$ cat src/rtl/time_of_day_step_clock_macros.svh
// Assertion macros shared by the time-of-day step clock RTL.
`ifndef TIME_OF_DAY_STEP_CLOCK_MACROS_SVH
`define TIME_OF_DAY_STEP_CLOCK_MACROS_SVH

// Same-cycle implication, checked on every rising clock edge outside reset.
`define TDSC_ASSERT_IMP(label, ante, cons) \
	label: assert property (@(posedge clk) disable iff (!arst_n) (ante) |-> (cons)) \
		else $error("time_of_day_step_clock: assertion failed");

// Next-cycle implication, checked on every rising clock edge outside reset.
`define TDSC_ASSERT_NXT(label, ante, cons) \
	label: assert property (@(posedge clk) disable iff (!arst_n) (ante) |=> (cons)) \
		else $error("time_of_day_step_clock: assertion failed");

`endif

$ cat src/rtl/tdsc_pkg.sv
// Types and constants of the time-of-day step clock.
package tdsc_pkg;

	localparam int TYPE_W = 2;
	localparam int MS_W   = 10;
	localparam int SEC_W  = 6;
	localparam int MIN_W  = 6;
	localparam int HOUR_W = 5;

	localparam int MS_PER_SEC   = 1000;
	localparam int SEC_PER_MIN  = 60;
	localparam int MIN_PER_HOUR = 60;
	localparam int HOUR_PER_DAY = 24;

	localparam logic [TYPE_W-1:0] REQ_LOAD = 2'd0;
	localparam logic [TYPE_W-1:0] REQ_FWD  = 2'd1;
	localparam logic [TYPE_W-1:0] REQ_BACK = 2'd2;

	localparam logic [SEC_W-1:0]  SEC_MOD  = 6'd60;
	localparam logic [MIN_W-1:0]  MIN_MOD  = 6'd60;
	localparam logic [HOUR_W-1:0] HOUR_MOD = 5'd24;
	localparam logic [HOUR_W-1:0] HALF_DAY = 5'd12;
	localparam logic [MS_W-1:0]   MS_MOD   = 10'd1000;

	typedef struct packed {
		logic [TYPE_W-1:0] req_type;
		logic [MS_W-1:0]   ms_amount;
		logic [SEC_W-1:0]  sec_amount;
		logic [MIN_W-1:0]  min_amount;
		logic [HOUR_W-1:0] hour_amount;
	} tdsc_req_t;

	typedef struct packed {
		logic [HOUR_W-1:0] hour;
		logic [MIN_W-1:0]  minute;
		logic [SEC_W-1:0]  second;
		logic [MS_W-1:0]   milli;
	} tdsc_time_t;

endpackage

$ cat src/rtl/tdsc_if.sv
// Request and response channel interfaces of the time-of-day step clock.
interface tdsc_req_if;
	logic                              valid;
	logic                              ready;
	logic [tdsc_pkg::TYPE_W-1:0]       req_type;
	logic [tdsc_pkg::MS_W-1:0]         ms_amount;
	logic [tdsc_pkg::SEC_W-1:0]        sec_amount;
	logic [tdsc_pkg::MIN_W-1:0]        min_amount;
	logic [tdsc_pkg::HOUR_W-1:0]       hour_amount;

	modport source (output valid, req_type, ms_amount, sec_amount, min_amount, hour_amount,
		input ready);
	modport sink (input valid, req_type, ms_amount, sec_amount, min_amount, hour_amount,
		output ready);
endinterface

interface tdsc_rsp_if;
	logic                              valid;
	logic                              ready;
	logic [tdsc_pkg::HOUR_W-1:0]       hour_24;
	logic [tdsc_pkg::HOUR_W-1:0]       display_hour;
	logic [tdsc_pkg::MIN_W-1:0]        minute_now;
	logic [tdsc_pkg::SEC_W-1:0]        second_now;
	logic [tdsc_pkg::MS_W-1:0]         milli_now;
	logic                              is_pm;

	modport source (output valid, hour_24, display_hour, minute_now, second_now, milli_now,
		is_pm, input ready);
	modport sink (input valid, hour_24, display_hour, minute_now, second_now, milli_now,
		is_pm, output ready);
endinterface

$ cat src/rtl/tdsc_wrap.sv
// One counter digit: adds or subtracts a step and folds the sum back into range.
module tdsc_wrap #(
	parameter int W   = 6,
	parameter int MOD = 60
) (
	input  logic [W-1:0] val,
	input  logic [W-1:0] amt,
	input  logic         back,
	output logic [W-1:0] res,
	output logic         wrap
);

	localparam int SW = W + 2;
	localparam logic signed [SW-1:0] POS1 = SW'(MOD);
	localparam logic signed [SW-1:0] POS2 = SW'(2 * MOD);
	localparam logic signed [SW-1:0] NEG1 = SW'(-MOD);

	logic signed [SW-1:0] sum;
	logic signed [SW-1:0] fix;

	always_comb begin
		if (back) begin
			sum = $signed({2'b00, val}) - $signed({2'b00, amt});
		end else begin
			sum = $signed({2'b00, val}) + $signed({2'b00, amt});
		end
		if (back) begin
			if (sum < NEG1) begin
				fix = sum + POS2;
			end else if (sum[SW-1]) begin
				fix = sum + POS1;
			end else begin
				fix = sum;
			end
		end else begin
			if (sum >= POS2) begin
				fix = sum - POS2;
			end else if (sum >= POS1) begin
				fix = sum - POS1;
			end else begin
				fix = sum;
			end
		end
		res  = fix[W-1:0];
		wrap = sum[SW-1] || (sum >= POS1);
	end

endmodule

$ cat src/rtl/tdsc_step.sv
// Next-state logic: load, or a forward or backward step with a one-wrap cascade.
module tdsc_step (
	input  tdsc_pkg::tdsc_req_t  req,
	input  tdsc_pkg::tdsc_time_t cur,
	output tdsc_pkg::tdsc_time_t nxt
);

	logic                          back;
	logic [tdsc_pkg::MS_W-1:0]     ms_res;
	logic [tdsc_pkg::SEC_W-1:0]    sec_res;
	logic [tdsc_pkg::MIN_W-1:0]    min_res;
	logic [tdsc_pkg::HOUR_W-1:0]   hour_res;
	logic                          ms_wrap;
	logic                          sec_wrap;
	logic                          min_wrap;
	logic                          hour_wrap;

	assign back = (req.req_type == tdsc_pkg::REQ_BACK);

	tdsc_wrap #(.W(tdsc_pkg::MS_W), .MOD(tdsc_pkg::MS_PER_SEC)) u_ms (
		.val(cur.milli), .amt(req.ms_amount), .back(back), .res(ms_res), .wrap(ms_wrap)
	);

	tdsc_wrap #(.W(tdsc_pkg::SEC_W), .MOD(tdsc_pkg::SEC_PER_MIN)) u_sec (
		.val(cur.second), .amt(req.sec_amount), .back(back), .res(sec_res), .wrap(sec_wrap)
	);

	tdsc_wrap #(.W(tdsc_pkg::MIN_W), .MOD(tdsc_pkg::MIN_PER_HOUR)) u_min (
		.val(cur.minute), .amt(req.min_amount), .back(back), .res(min_res), .wrap(min_wrap)
	);

	tdsc_wrap #(.W(tdsc_pkg::HOUR_W), .MOD(tdsc_pkg::HOUR_PER_DAY)) u_hour (
		.val(cur.hour), .amt(req.hour_amount), .back(back), .res(hour_res),
		.wrap(hour_wrap)
	);

	always_comb begin
		nxt = cur;
		unique case (req.req_type) inside
			tdsc_pkg::REQ_LOAD: begin
				nxt.milli  = '0;
				nxt.second = (req.sec_amount >= tdsc_pkg::SEC_MOD) ?
					req.sec_amount - tdsc_pkg::SEC_MOD : req.sec_amount;
				nxt.minute = (req.min_amount >= tdsc_pkg::MIN_MOD) ?
					req.min_amount - tdsc_pkg::MIN_MOD : req.min_amount;
				nxt.hour   = (req.hour_amount >= tdsc_pkg::HOUR_MOD) ?
					req.hour_amount - tdsc_pkg::HOUR_MOD : req.hour_amount;
			end
			tdsc_pkg::REQ_FWD, tdsc_pkg::REQ_BACK: begin
				nxt.milli = ms_res;
				if (ms_wrap) begin
					nxt.second = sec_res;
				end
				if (ms_wrap && sec_wrap) begin
					nxt.minute = min_res;
				end
				if (ms_wrap && sec_wrap && min_wrap) begin
					nxt.hour = hour_res;
				end
			end
			default: begin
				nxt = cur;
			end
		endcase
	end

	// The hour digit's own wrap ends the cascade and drives nothing further.
	logic unused_hour_wrap;
	assign unused_hour_wrap = hour_wrap;

endmodule

$ cat src/rtl/tdsc_disp.sv
// Hour display conversion between 24-hour and twelve-hour form with PM flag.
module tdsc_disp (
	input  logic [tdsc_pkg::HOUR_W-1:0] hour,
	input  logic                        twelve_hour_mode,
	output logic [tdsc_pkg::HOUR_W-1:0] display_hour,
	output logic                        is_pm
);

	always_comb begin
		if (!twelve_hour_mode) begin
			display_hour = hour;
		end else if (hour == '0) begin
			display_hour = tdsc_pkg::HALF_DAY;
		end else if (hour > tdsc_pkg::HALF_DAY) begin
			display_hour = hour - tdsc_pkg::HALF_DAY;
		end else begin
			display_hour = hour;
		end
		is_pm = twelve_hour_mode && (hour >= tdsc_pkg::HALF_DAY);
	end

endmodule

$ cat src/rtl/time_of_day_step_clock.sv
// Time-of-day step clock: load or step a ms/s/min/h time and return the time per transaction.
// An accepted request transaction passes through the stage-one request register and then the response register to rsp.
// Throughput is one transaction per cycle while rsp is not stalled; the time registers update in the second stage.
// A stalled response register holds both stages; req.ready is high while stage one is empty or can advance.
// Reset clears the time to 00:00:00.000, selects 24-hour display and empties both stages.
`include "time_of_day_step_clock_macros.svh"

module time_of_day_step_clock (
	input  logic            clk,
	input  logic            arst_n,
	input  logic            cfg_we,
	input  logic            cfg_wdata,
	tdsc_req_if.sink        req,
	tdsc_rsp_if.source      rsp
);

	logic                        valid_s1;
	tdsc_pkg::tdsc_req_t         req_s1;
	tdsc_pkg::tdsc_time_t        time_q;
	tdsc_pkg::tdsc_time_t        time_nxt;
	logic                        mode_q;
	logic                        rsp_valid_q;
	logic [tdsc_pkg::HOUR_W-1:0] disp_hour;
	logic                        disp_pm;
	logic [tdsc_pkg::HOUR_W-1:0] rsp_hour_q;
	logic [tdsc_pkg::HOUR_W-1:0] rsp_disp_q;
	logic [tdsc_pkg::MIN_W-1:0]  rsp_min_q;
	logic [tdsc_pkg::SEC_W-1:0]  rsp_sec_q;
	logic [tdsc_pkg::MS_W-1:0]   rsp_ms_q;
	logic                        rsp_pm_q;
	logic                        out_free;
	logic                        adv_s1;
	logic                        time_ok;

	assign out_free  = !rsp_valid_q || rsp.ready;
	assign adv_s1    = valid_s1 && out_free;
	assign req.ready = !valid_s1 || out_free;

	tdsc_step u_step (
		.req(req_s1),
		.cur(time_q),
		.nxt(time_nxt)
	);

	tdsc_disp u_disp (
		.hour(time_nxt.hour),
		.twelve_hour_mode(mode_q),
		.display_hour(disp_hour),
		.is_pm(disp_pm)
	);

	always_ff @(posedge clk or negedge arst_n) begin
		if (!arst_n) begin
			mode_q <= 1'b0;
		end else if (cfg_we) begin
			mode_q <= cfg_wdata;
		end
	end

	always_ff @(posedge clk or negedge arst_n) begin
		if (!arst_n) begin
			valid_s1 <= 1'b0;
		end else if (req.ready) begin
			valid_s1 <= req.valid;
		end
	end

	always_ff @(posedge clk) begin
		if (req.valid && req.ready) begin
			req_s1.req_type    <= req.req_type;
			req_s1.ms_amount   <= req.ms_amount;
			req_s1.sec_amount  <= req.sec_amount;
			req_s1.min_amount  <= req.min_amount;
			req_s1.hour_amount <= req.hour_amount;
		end
	end

	always_ff @(posedge clk or negedge arst_n) begin
		if (!arst_n) begin
			time_q <= '0;
		end else if (adv_s1) begin
			time_q <= time_nxt;
		end
	end

	always_ff @(posedge clk or negedge arst_n) begin
		if (!arst_n) begin
			rsp_valid_q <= 1'b0;
		end else if (out_free) begin
			rsp_valid_q <= valid_s1;
		end
	end

	always_ff @(posedge clk) begin
		if (adv_s1) begin
			rsp_hour_q <= time_nxt.hour;
			rsp_disp_q <= disp_hour;
			rsp_min_q  <= time_nxt.minute;
			rsp_sec_q  <= time_nxt.second;
			rsp_ms_q   <= time_nxt.milli;
			rsp_pm_q   <= disp_pm;
		end
	end

	assign rsp.valid        = rsp_valid_q;
	assign rsp.hour_24      = rsp_hour_q;
	assign rsp.display_hour = rsp_disp_q;
	assign rsp.minute_now   = rsp_min_q;
	assign rsp.second_now   = rsp_sec_q;
	assign rsp.milli_now    = rsp_ms_q;
	assign rsp.is_pm        = rsp_pm_q;

	assign time_ok = (time_q.milli < tdsc_pkg::MS_MOD) && (time_q.second < tdsc_pkg::SEC_MOD) &&
		(time_q.minute < tdsc_pkg::MIN_MOD) && (time_q.hour < tdsc_pkg::HOUR_MOD);

	`TDSC_ASSERT_IMP(a_time_in_range, 1'b1, time_ok)
	`TDSC_ASSERT_NXT(a_stage_moves, adv_s1, rsp_valid_q)
	`TDSC_ASSERT_IMP(a_pm_hour, rsp_valid_q && rsp_pm_q, rsp_hour_q >= tdsc_pkg::HALF_DAY)

endmodule
$ cat src/flat_wrapper.sv
// flat-port wrapper written by rule: the top's interface ports become plain ports
module time_of_day_step_clock_flat 
  (clk, arst_n, cfg_we, cfg_wdata, req_valid, req_req_type, req_ms_amount, req_sec_amount, req_min_amount, req_hour_amount, req_ready, rsp_valid, rsp_hour_24, rsp_display_hour, rsp_minute_now, rsp_second_now, rsp_milli_now, rsp_is_pm, rsp_ready);
  tdsc_req_if req_i ();
  tdsc_rsp_if rsp_i ();
  input  logic clk;
  input  logic arst_n;
  input  logic cfg_we;
  input  logic cfg_wdata;
  input wire logic [$bits(req_i.valid)-1:0] req_valid;
  input wire logic [$bits(req_i.req_type)-1:0] req_req_type;
  input wire logic [$bits(req_i.ms_amount)-1:0] req_ms_amount;
  input wire logic [$bits(req_i.sec_amount)-1:0] req_sec_amount;
  input wire logic [$bits(req_i.min_amount)-1:0] req_min_amount;
  input wire logic [$bits(req_i.hour_amount)-1:0] req_hour_amount;
  output wire logic [$bits(req_i.ready)-1:0] req_ready;
  output wire logic [$bits(rsp_i.valid)-1:0] rsp_valid;
  output wire logic [$bits(rsp_i.hour_24)-1:0] rsp_hour_24;
  output wire logic [$bits(rsp_i.display_hour)-1:0] rsp_display_hour;
  output wire logic [$bits(rsp_i.minute_now)-1:0] rsp_minute_now;
  output wire logic [$bits(rsp_i.second_now)-1:0] rsp_second_now;
  output wire logic [$bits(rsp_i.milli_now)-1:0] rsp_milli_now;
  output wire logic [$bits(rsp_i.is_pm)-1:0] rsp_is_pm;
  input wire logic [$bits(rsp_i.ready)-1:0] rsp_ready;
  assign req_i.valid = req_valid;
  assign req_i.req_type = req_req_type;
  assign req_i.ms_amount = req_ms_amount;
  assign req_i.sec_amount = req_sec_amount;
  assign req_i.min_amount = req_min_amount;
  assign req_i.hour_amount = req_hour_amount;
  assign req_ready = req_i.ready;
  assign rsp_valid = rsp_i.valid;
  assign rsp_hour_24 = rsp_i.hour_24;
  assign rsp_display_hour = rsp_i.display_hour;
  assign rsp_minute_now = rsp_i.minute_now;
  assign rsp_second_now = rsp_i.second_now;
  assign rsp_milli_now = rsp_i.milli_now;
  assign rsp_is_pm = rsp_i.is_pm;
  assign rsp_i.ready = rsp_ready;
  time_of_day_step_clock u_core (.clk(clk), .arst_n(arst_n), .cfg_we(cfg_we), .cfg_wdata(cfg_wdata), .req(req_i), .rsp(rsp_i));
endmodule
$ cat config.mk
export PLATFORM = sky130hd
export DESIGN_NAME = time_of_day_step_clock_flat
export DESIGN_NICKNAME = d
export VERILOG_FILES = /design/src/rtl/tdsc_pkg.sv /design/src/rtl/tdsc_if.sv /design/src/rtl/tdsc_wrap.sv /design/src/rtl/tdsc_step.sv /design/src/rtl/tdsc_disp.sv /design/src/rtl/time_of_day_step_clock.sv /design/src/flat_wrapper.sv
export VERILOG_INCLUDE_DIRS = /design/src /design/src/rtl
export SDC_FILE = /design/constraint.sdc
export NUM_CORES = 1
export LEC_CHECK = 0
export ABC_CLOCK_PERIOD_IN_PS = 7500
export BUFFER_PORTS_ARGS = -buffer_cell sky130_fd_sc_hd__buf_2
export CORE_MARGIN = 4
export CORE_UTILIZATION = 40
export CTS_CLUSTER_DIAMETER = 200
export DETAILED_ROUTE_END_ITERATION = 16
export GPL_TIMING_DRIVEN = 0
export PLACE_DENSITY = 0.65
export SLEW_MARGIN = 0
export SYNTH_ARGS = -nofsm -noshare
export SYNTH_HDL_FRONTEND = slang
export SYNTH_SLANG_ARGS = --single-unit
$ cat constraint.sdc
create_clock -name clk -period 7.5 [get_ports clk]
set_input_delay 1.5 -clock clk [delete_from_list [all_inputs] [get_ports clk]]
set_output_delay 1.5 -clock clk [all_outputs]
set_load 0.005 [all_outputs]
==> results.py <==
metrics = {
    "status": {
        "outcome": "complete, no violations",
    },
    "floorplan": {
        "io-pin-count": 70,
        "dieArea_um2": 21500,
        "core_um2": 18800,
        "die_h_um": 147,
        "die_w_um": 147,
        "num_rows": 50,
        "initial_core_util_pct": 40.8,
    },
    "finish": {
        "nFillCells": 1822,
        "antennaDiodeCount": 0,
        "final_cell_mix": "nand2_1, ha_1, buf_2",
        "stdcell_area_um2": 8730,
        "final_common_cell": "nand2_1",
        "num-nets-final": 1046,
        "drive_gt1_share_pct": 14.5,
        "area_delta_synth_final_pct": 13.5,
    },
    "power": {
        "p_leak_nw": 3.72,
        "power_frac_clock_pct": 16.2,
        "power.density_nw_per_um2": 383,
        "switchingPower_w": 0.00155,
        "comb_power_share_pct": 59.7,
        "switching_share_pct": 46.4,
        "p_total_w": 0.00334,
        "power.internal_w": 0.00179,
        "seq_power_share_pct": 24.1,
        "max-vdd-ir-drop_v": 0.000228,
    },
    "sta": {
        "period_needed_ns": 6.68,
        "slew_headroom_pct": 45.9,
        "hold_viol": 0,
        "slew_viol_final": 0,
        "fin_crit_sh_pct": 89.1,
        "worst_pin_slew_ns": 0.812,
        "layout_setup_ws_ns": 0.816,
        "setup_viol": 0,
        "fmax_mhz": 150,
        "rsz0062_at_grt": "false",
        "fin_skew_ns": 0.0108,
        "fin_setup_tns_ns": 0,
        "holdWs_ns": 0.500,
    },
    "global_routing": {
        "first_global_vias": 6314,
        "grt_antenna_before_repair": 0,
        "grtUsageTotal_pct": 19.9,
        "grt_overflow_total": 0,
        "grt_start_max_net_pins": 31,
        "grt_pass1_wl_um": 34100,
    },
    "place": {
        "io_buffers": 69,
        "place_area_um2": 8380,
        "dp_slack_ns": 0.839,
        "place_congestion": 0.917,
        "dp_hpwl_um": 15800,
    },
    "drt": {
        "routedWlPerCell_um": 17.9,
        "drtIter0Drc": 578,
        "antenna_left": 0,
        "via_count": 6669,
        "drc": 0,
        "routed_wl_um": 21200,
        "vias_per_cell": 5.63,
        "drt_first_pass_iters": 6,
    },
    "synth": {
        "syn-num-nets": 965,
        "avgSynthCellArea_um2": 9.17,
        "syn_inst": 838,
        "synth_flop_cell": "edfxtp_1",
        "synth_area_um2": 7690,
        "postSynth.asyncResetShare_pct": 32.6,
        "synth_edf_count": 62,
        "synth_cell_types": 87,
        "ys_seq_area_share_pct": 34.0,
        "yosys_warnings": 0,
        "synth-seq-cells": 92,
    },
    "setup_path": {
        "critPathKind": "flip-flop to flip-flop",
        "endpoint_kind": "flip-flop",
        "cp_max_fo": 10,
        "r2r_cells": 22,
        "cp.arrival_ns": 6.78,
        "cp.required_ns": 7.60,
        "r2r_slack_ns": 0.82,
        "worst_setup_path_start_kind": "flip-flop",
    },
    "run": {
        "cap_violations": 0,
    },
    "clock_tree": {
        "hold_buffers": 0,
        "cts_root_buf": "clkbuf_16",
        "cts_setup_buffers": 0,
        "cts_tree": "yes",
        "clk_latency_ns": 0.36,
        "path_clk_slew_ns": 0.07,
        "htree_num_levels": 3,
        "numCtsBuffers": 9,
        "clockBufferDepth": 2,
        "clock-sinks": 92,
        "cts_resized": 0,
    },
    "min_path": {
        "min_path_type": "flip-flop to flip-flop",
        "holdPathStages": 1,
    },
}
## final timing paths
| path | startpoint | to |
|---|---|---|
| setup / recovery | u_core.req_s1[27] | u_core.rsp.display_hour[3] |
| hold / removal | u_core.valid_s1 | u_core.rsp.valid |
| setup reg to reg | u_core.req_s1[27] | u_core.rsp.display_hour[3] |
| hold reg to reg | u_core.valid_s1 | u_core.rsp.valid |
| max in group asynchronous | arst_n | u_core.time_q[2] |
| min in group asynchronous | arst_n | u_core.time_q[20] |
## state kept, by name, summed over array words and instances, names as in the netlist, 5 cells and up
register and flops:
u_core.rsp.hour_24 5, u_core.rsp.minute_now 6, u_core.req_s1 29, u_core.rsp.display_hour 5, u_core.rsp.milli_now 10, u_core.rsp.second_now 6
u_core.time_q 27
## power groups by stage
| stage | Sequential (W) | Clock, W | Combinational (W) |
|---|---|---|---|
| 2_1_floorplan | 0.000789 | 0 | 0.00150 |
| 3_3_place_gp | 0.000815 | 0 | 0.00193 |
| 3_5_place_dp | 0.000816 | 0 | 0.00196 |
| 4_1_cts | 0.000807 | 0.000555 | 0.00198 |
| 5_1_grt | 0.000822 | 0.000580 | 0.00224 |
| 6_report | 0.000805 | 0.000541 | 0.00200 |
## per-stage QoR
| step | utilization, % | cells |
|---|---|---|
| after floorplan | - | 838 |
| after global placement | 44.4 | 1167 |
| after detailed placement | 44.5 | 1168 |
| after CTS | 46.3 | 1184 |
| after global routing | 46.3 | 1184 |
| final | 46.3 | 1184 |
## Yosys cell counts, types with 6 or more instances
library cell	n	area (um2)
a22o_1	7	61.3
a211oi_1	9	67.6
o21ai_0	49	245
o211ai_1	8	60.1
edfxtp_1	62	1860
nor3_1	19	95.1
o311ai_0	6	52.6
inv_1	67	251
fa_1	8	160
a21o_1	7	52.6
ha_1	84	1050
mux2_2	7	78.8
a31oi_1	10	62.6
clkbuf_1	17	63.8
xnor2_1	23	201
nor2b_1	13	81.3
nand2_1	102	383
and3_1	6	37.5
xor2_1	6	52.6
nand3_1	18	90.1
o31ai_1	15	113
nor2_1	58	218
mux2i_1	12	120
a21oi_1	49	245
dfrtp_1	30	751
o21ai_1	7	35.0
nand2b_1	11	68.8
buf_2	8	40.0
## critical path: stages, from the launching register on
cell and delay, ns:
edfxtp_1 0.40, inv_1 0.10, ha_1 0.38, buf_2 0.33, buf_2 0.37, clkbuf_1 0.55
clkbuf_1 0.61, buf_2 0.45, nor3_1 0.09, nor2_1 0.12, xor2_1 0.46, inv_1 0.27
ha_1 0.28, a21o_1 0.23, a41oi_2 0.37, nor4_2 0.11, a311oi_2 0.48, inv_2 0.10
ha_1 0.23, inv_1 0.08, nor3_1 0.07, o31ai_1 0.26, a22oi_1 0.10
## cell families (layout without fill, tap and decap cells)
group / Yosys count / in the layout / synth area share, %
compound gates: 232 / 232 / 21.7
xor+xnor: 30 / 30 / 3.52
fa+ha+maj: 92 / 92 / 15.8
buf+inv: 103 / 189 / 5.30
flops: 92 / 92 / 34.0
mux: 19 / 19 / 2.59
simple gates: 270 / 270 / 17.2
## layer usage
| layer | up-vias | GRT usage (%) | share of wire [%] |
|---|---|---|---|
| li1 | 3221 | - | - |
| met1 | 3168 | 27.1 | 45 |
| met2 | 237 | 31.6 | 45 |
| met3 | 43 | 3.20 | 6.0 |
| met4 | 0 | 8.18 | 3.3 |
| met5 | - | 0 | 0 |
## layout make-up
class	instances	area, um2	area share [%]
well taps	260	325	3.73
clock buffers	10	229	2.62
plain buffers	31	139	1.59
flip-flops and latches	92	2610	29.9
clock inverters	6	116	1.33
multi-input cells	643	4670	53.5
inverters	72	270	3.10
repair buffers	70	365	4.19
(Power assumes the default switching activity.)
